<file path="src/design/sssd_pkg.sv">
// Package for the seven-segment display driver: action codes, digit types,
// segment lookup and byte-to-BCD conversion. No dependencies.
package sssd_pkg;

    localparam int NUM_DIGITS = 4;

    typedef logic [3:0] digit_t;
    typedef digit_t [NUM_DIGITS-1:0] digits_t;

    // Action codes carried on the input channel
    localparam logic [1:0] ACT_SCAN  = 2'd0;
    localparam logic [1:0] ACT_LOAD  = 2'd1;
    localparam logic [1:0] ACT_COUNT = 2'd2;

    localparam logic [7:0] SEG_POINT = 8'h80;
    localparam logic [1:0] POINT_POS = 2'd2;

    // Update commands from the front end to the digit store
    typedef struct packed {
        logic load;
        logic count;
    } sssd_cmd_t;

    // Active-high segments a..g for one digit; codes above 9 are blank
    function automatic logic [7:0] seg_lut(input digit_t d);
        logic [7:0] s;
        case (d)
            4'd0:    s = 8'h3f;
            4'd1:    s = 8'h06;
            4'd2:    s = 8'h5b;
            4'd3:    s = 8'h4f;
            4'd4:    s = 8'h66;
            4'd5:    s = 8'h6d;
            4'd6:    s = 8'h7d;
            4'd7:    s = 8'h07;
            4'd8:    s = 8'h7f;
            4'd9:    s = 8'h6f;
            default: s = 8'h00;
        endcase
        return s;
    endfunction

    // Shift-and-add-3 conversion of a byte into three BCD digits
    function automatic logic [11:0] bin8_to_bcd(input logic [7:0] v);
        logic [11:0] bcd;
        bcd = 12'd0;
        for (int i = 7; i >= 0; i--) begin
            for (int n = 0; n < 3; n++) begin
                if (bcd[n*4 +: 4] >= 4'd5) begin
                    bcd[n*4 +: 4] = bcd[n*4 +: 4] + 4'd3;
                end
            end
            bcd = {bcd[10:0], v[i]};
        end
        return bcd;
    endfunction

endpackage

</file>
<file path="src/design/sssd_digits.sv">
// Digit store of the display driver: shown digits, BCD event counter and
// the decimal point flag. Depends on sssd_pkg.
module sssd_digits
    import sssd_pkg::*;
(
    input  logic       aclk,
    input  logic       aresetn,
    input  sssd_cmd_t  cmd,
    input  logic [7:0] load_value,
    output digits_t    digits,
    output logic       point_on
);

    digits_t digits_reg, digits_next;
    digits_t count_reg, count_next;
    // Set while the counter holds 10000 (shown as 0000)
    logic    wrap_reg, wrap_next;
    logic    point_reg, point_next;
    logic    carry;
    logic [11:0] load_bcd;

    assign load_bcd = bin8_to_bcd(load_value);

    // BCD increment of the counter, with the 10000 step and return to zero
    always_comb begin
        count_next = count_reg;
        wrap_next  = wrap_reg;
        carry      = 1'b1;
        if (wrap_reg) begin
            count_next = '0;
            wrap_next  = 1'b0;
        end else begin
            for (int i = 0; i < NUM_DIGITS; i++) begin
                if (carry) begin
                    if (count_reg[i] == 4'd9) begin
                        count_next[i] = 4'd0;
                    end else begin
                        count_next[i] = count_reg[i] + 4'd1;
                        carry         = 1'b0;
                    end
                end
            end
            wrap_next = carry;
        end
    end

    // Next shown digits and point
    always_comb begin
        digits_next = digits_reg;
        point_next  = point_reg;
        if (cmd.load) begin
            digits_next = {4'd0, load_bcd};
        end else if (cmd.count) begin
            digits_next = count_next;
            point_next  = ~point_reg;
        end
    end

    always_ff @(posedge aclk) begin
        if (!aresetn) begin
            digits_reg <= '0;
            count_reg  <= '0;
            wrap_reg   <= 1'b0;
            point_reg  <= 1'b1;
        end else begin
            digits_reg <= digits_next;
            point_reg  <= point_next;
            if (cmd.count) begin
                count_reg <= count_next;
                wrap_reg  <= wrap_next;
            end
        end
    end

    assign digits   = digits_reg;
    assign point_on = point_reg;

endmodule

</file>
<file path="src/design/seven_segment_reading_display.sv">
// A scan request is accepted into the input register, and its result is loaded
// into the result register once the result slot is free, which raises m_valid.
// Requests move at one per cycle while scans find the result slot free; loads and
// counts leave no result and never wait on the result side.
// Reset (aresetn, synchronous, active low): scan position 0, all digits 0,
// counter 0, point on, both registers empty. Depends on sssd_pkg, sssd_digits.
module seven_segment_reading_display
    import sssd_pkg::*;
(
    input  logic       aclk,
    input  logic       aresetn,
    input  logic       s_valid,
    output logic       s_ready,
    input  logic [1:0] s_action,
    input  logic [7:0] s_reading_low,
    input  logic [7:0] s_reading_high,
    output logic       m_valid,
    input  logic       m_ready,
    output logic [3:0] m_digit_strobe,
    output logic [7:0] m_segments_n
);

    logic       in_valid_reg;
    logic [1:0] action_reg;
    logic [7:0] low_reg;
    logic [7:0] high_reg;

    logic       out_valid_reg, out_valid_next;
    logic [3:0] strobe_reg;
    logic [7:0] seg_n_reg;

    logic [1:0] pos_reg;
    logic       out_free;
    logic       is_scan;
    logic       take;
    logic       scan_take;
    sssd_cmd_t  cmd;
    digits_t    digits;
    logic       point_on;
    logic [7:0] pattern;

    // A scan needs the result slot; other requests pass straight through
    assign out_free  = !out_valid_reg || m_ready;
    assign is_scan   = (action_reg == ACT_SCAN);
    assign take      = in_valid_reg && (!is_scan || out_free);
    assign scan_take = take && is_scan;
    assign s_ready   = !in_valid_reg || take;

    assign cmd.load  = take && (action_reg == ACT_LOAD);
    assign cmd.count = take && (action_reg == ACT_COUNT);

    sssd_digits u_digits (
        .aclk       (aclk),
        .aresetn    (aresetn),
        .cmd        (cmd),
        .load_value ({high_reg[3:0], low_reg[7:4]}),
        .digits     (digits),
        .point_on   (point_on)
    );

    // Segment pattern for the current scan position
    always_comb begin
        pattern = seg_lut(digits[pos_reg]);
        if (pos_reg == POINT_POS && point_on) begin
            pattern = pattern | SEG_POINT;
        end
    end

    always_comb begin
        out_valid_next = out_valid_reg;
        if (scan_take) begin
            out_valid_next = 1'b1;
        end else if (m_ready) begin
            out_valid_next = 1'b0;
        end
    end

    // Input register
    always_ff @(posedge aclk) begin
        if (!aresetn) begin
            in_valid_reg <= 1'b0;
        end else if (s_ready) begin
            in_valid_reg <= s_valid;
        end
        if (s_ready && s_valid) begin
            action_reg <= s_action;
            low_reg    <= s_reading_low;
            high_reg   <= s_reading_high;
        end
    end

    // Scan position and result register
    always_ff @(posedge aclk) begin
        if (!aresetn) begin
            out_valid_reg <= 1'b0;
            pos_reg       <= 2'd0;
        end else begin
            out_valid_reg <= out_valid_next;
            if (scan_take) begin
                pos_reg <= pos_reg + 2'd1;
            end
        end
        if (scan_take) begin
            strobe_reg <= 4'b1000 >> pos_reg;
            seg_n_reg  <= ~pattern;
        end
    end

    assign m_valid        = out_valid_reg;
    assign m_digit_strobe = strobe_reg;
    assign m_segments_n   = seg_n_reg;

endmodule

</file>
<file path="config.mk">
export PLATFORM = sky130hd
export DESIGN_NAME = seven_segment_reading_display
export DESIGN_NICKNAME = d
export VERILOG_FILES = /design/src/design/sssd_pkg.sv /design/src/design/sssd_digits.sv /design/src/design/seven_segment_reading_display.sv
export SDC_FILE = /design/constraint.sdc
export NUM_CORES = 1
export LEC_CHECK = 0
export BUFFER_PORTS_ARGS = -buffer_cell sky130_fd_sc_hd__buf_2
export CORE_AREA = 2 2 82 84
export DETAILED_ROUTE_END_ITERATION = 10
export DIE_AREA = 0 0 84 86
export PLACE_DENSITY_LB_ADDON = 0.1
export SYNTH_ARGS = -nofsm -noshare
export SYNTH_HDL_FRONTEND = slang
export SYNTH_SLANG_ARGS = --single-unit
</file>
<file path="constraint.sdc">
create_clock -name aclk -period 6.01 [get_ports aclk]
set_clock_uncertainty 0.1 [all_clocks]
set_input_delay 0.601 -clock aclk [delete_from_list [all_inputs] [get_ports aclk]]
set_output_delay 0.601 -clock aclk [all_outputs]
set_load 0.05 [all_outputs]
</file>
==> impl_metrics.csv <==
group,metric,value,unit
status,status,"completed",
routing,postRouteAntennaNets,0,
synthesis,yosysSeqAreaShare,39.6,%
cells_and_area,drive_gt1_share,14.1,%
setup_path,cp_max_fo,8,
grt,grt_pass1_vias,2747,
synthesis,netlist_instances,406,
sta,max_slew.worst_pin.slew,0.804,ns
sta,max_slew_margin,46.1,%
grt,grt_max_degree,39,
hold_path,hold_end,"action_reg[1]",
sta,rsz0062_at_grt,"false",
clock_tree,cts_buffers,9,
placement,pre_cts_ws,1.04,ns
placement,io_buffer_count,27,
setup_path,cp-end-kind,"flop",
cells_and_area,instances_no_fill,509,
setup_path,crit_family,"adder cells",
hold_path,hp-start,"s_action[1]",
synthesis,synth-main-ff-cell,"dfxtp_1",
pwr,seq_power_share,44.2,%
pwr,switching_power,289,µW
placement,dp_cells,493,
clock_tree,clk_pin_slew_worst_paths,0.07,ns
pwr,ir_drop,0.000161,V
clock_tree,clock-root-buffer,"clkbuf_8",
grt,grt_pass1_wl,12.7,mm
cells_and_area,n_antenna_cell,0,
grt,antenna_found_initial,0,
routing,route.detailed.wl_per_inst,14.5,µm
synthesis,syn_avg_cell_area,8.84,µm²
floorplan,initial_core_util,57.2,%
pwr,cellPowerDensity,253,nW/µm²
floorplan,num_io_pins,36,
sta,setup_slack,1.02,ns
setup_path,critPathBufInv,2,
floorplan,dieArea,7220,µm²
pwr,combinationalPowerShare,20.1,%
setup_path,crit_required,6.14,ns
setup_path,rr_startpoint,"high_reg[2]",
setup_path,startpoint_type,"flop",
grt,grt_overflow_total,0,
sta,fin_setup_tns,0,ns
synthesis,synthDistinctLibCells,60,
pwr,clock_power_share,35.7,%
synthesis,synth_edf_count,22,
setup_path,rr_worst_depth,18,
setup_path,crit_slowest_cell,"edfxtp_1",
setup_path,cp_common_cell,"ha_1",
synthesis,async_reset_ff_share,0,%
flow_run,cap_violations,0,
hold_path,hold_path_depth,1,
grt,grt.total_usage,21.9,%
sta,fmax,0.201,GHz
synthesis,syn-num-nets,443,
routing,wl,7.36,mm
pwr,switching_share,28.9,%
cells_and_area,fin_util,63.0,%
clock_tree,clk_path_buf_depth,2,
cells_and_area,fin_nets,464,
setup_path,cp.arrival,5.11,ns
sta,fin_crit_sh,83.0,%
setup_path,r2r_slack,1.02,ns
routing,vias,2974,
cells_and_area,final_common_cell,"a21oi_1",
routing,drcViolationCount,0,
clock_tree,clk_latency,0.33,ns
pwr,cell_internal_pwr,710,µW
synthesis,yosysWarnings,0,
routing,vias_per_cell,5.84,
cells_and_area,final_cell_mix,"a21oi_1 (42), nand2_1 (41), nor2_1 (41)",
clock_tree,cts_hold_buffers,0,
sta,final-setup-viol-count,0,
synthesis,ys_ff_latch,60,
clock_tree,post-cts-setup-buffer-count,0,
hold_path,min_path_type,"in2reg",
setup_path,path_cells,"inv_1 -> ha_1 -> o21ai_1 -> xnor2_1 -> ha_1 -> nand2b_1 -> a32oi_2 -> xnor2_1 -> ha_1 -> nor2b_1 -> inv_1 -> a21oi_4 -> mux2_4 -> or3_1 -> and2_1 -> ha_1 -> o211ai_1 -> a311oi_1",
floorplan,rows,29,
clock_tree,ctsResizeCount,0,
sta,hold_viol_final,0,
clock_tree,h-tree-depth,3,
floorplan,coreArea,6280,µm²
cells_and_area,syn_to_final_growth,10.2,%
placement,dp_hpwl,5.19,mm
synthesis,netlist_area,3590,µm²
setup_path,rr_endpoint,"u_digits.digits[6]",
floorplan,die_w,84,µm
placement,gp_congestion,0.920,
clock_tree,cts_sinks,60,
routing,drt_iter0_drc,183,
pwr,leakagePower,0.00148,µW
sta,final.min_clock_period,4.99,ns
setup_path,critPathKind,"reg2reg",
floorplan,die_y,86,µm
sta,maxSlewViolCount,0,
clock_tree,cts_tree,"built",
setup_path,slowest_delay,0.50,ns
routing,firstDrtPassIters,4,
cell type report:
cell class	instances	area, µm²
fill	542	2320
timing repair buffer	30	158
inverter	14	52.6
sequential	60	1420
clock inverter	3	16.3
multi-input combinational	312	2030
clock buffer	13	181
tap	77	96.3
synth_stat cells (7+ instances only):
library cell | instances | share of area [%]
a21oi_1 | 42 | 5.9
and2_1 | 7 | 1.2
clkbuf_1 | 17 | 1.8
dfxtp_1 | 38 | 21
edfxtp_1 | 22 | 18
ha_1 | 15 | 5.2
inv_1 | 12 | 1.3
mux2i_1 | 8 | 2.2
nand2_1 | 41 | 4.3
nand3_1 | 9 | 1.3
nor2_1 | 41 | 4.3
nor2b_1 | 9 | 1.6
nor3_1 | 8 | 1.1
o21ai_0 | 27 | 3.8
or3_1 | 9 | 1.6
xnor2_1 | 10 | 2.4
power by group through the flow:
stage,combinational (µW),sequential (µW),clock [µW]
2_1_floorplan,164,450,0
3_3_place_gp,194,450,0
3_5_place_dp,199,451,0
4_1_cts,200,442,363
5_1_grt,227,443,382
6_report,201,442,356
layer usage:
| layer | routed length (µm) | share of wire [%] | track usage [%] | up-vias |
|---|---|---|---|---|
| li1 | - | - | - | 1514 |
| met1 | 3470 | 47 | 28.8 | 1384 |
| met2 | 3490 | 47 | 36.0 | 69 |
| met3 | 337 | 4.6 | 4.04 | 7 |
| met4 | 68 | 0.92 | 8.80 | 0 |
| met5 | 0 | 0 | 0 | - |
worst reg2reg max path, cell delays in order, from the launching register on:
cell and delay (ns):
edfxtp_1 0.50, inv_1 0.16, ha_1 0.28, o21ai_1 0.10, xnor2_1 0.37, ha_1 0.27, nand2b_1 0.09, a32oi_2 0.29
xnor2_1 0.28, ha_1 0.29, nor2b_1 0.18, inv_1 0.09, a21oi_4 0.25, mux2_4 0.36, or3_1 0.37, and2_1 0.23
ha_1 0.32, o211ai_1 0.10, a311oi_1 0.25
cells by family (layout without fill, tap and decap cells):
| logic type | after synthesis | count (layout) | share of synthesized area [%] |
|---|---|---|---|
| AO/OA/AOI/OAI | 110 | 110 | 18.9 |
| XOR/XNOR | 15 | 15 | 3.66 |
| adder cells (fa/ha/maj) | 15 | 15 | 5.23 |
| buffers and inverters | 34 | 60 | 3.87 |
| flip-flops | 60 | 60 | 39.6 |
| multiplexers | 21 | 21 | 7.98 |
| AND/OR/NAND/NOR | 151 | 151 | 20.7 |
through the flow:
stage | hold WS [ns] | total power [µW] | area [µm²]
final | 0.339 | 999 | 3960
after global routing | 0.316 | 1050 | 3960
after CTS | 0.321 | 1000 | 3960
after detailed placement | 0.354 | 650 | 3760
after global placement | 0.349 | 644 | 3760
after floorplan | 0.333 | 614 | 3590
worst max path at each step:
stage | from | end | slack [ns] | cells past startpoint
6_report | high_reg[2] | u_digits.digits[6] | 1.02 | 18
4_1_cts | high_reg[2] | u_digits.digits[6] | 1.03 | 18
5_1_grt | high_reg[2] | u_digits.digits[6] | 0.60 | 18
2_1_floorplan | high_reg[2] | u_digits.digits[6] | 1.50 | 19
3_5_place_dp | high_reg[2] | u_digits.digits[6] | 1.04 | 18
3_3_place_gp | high_reg[2] | u_digits.digits[6] | 1.20 | 18
No activity file was read; power rests on OpenSTA's default activity.
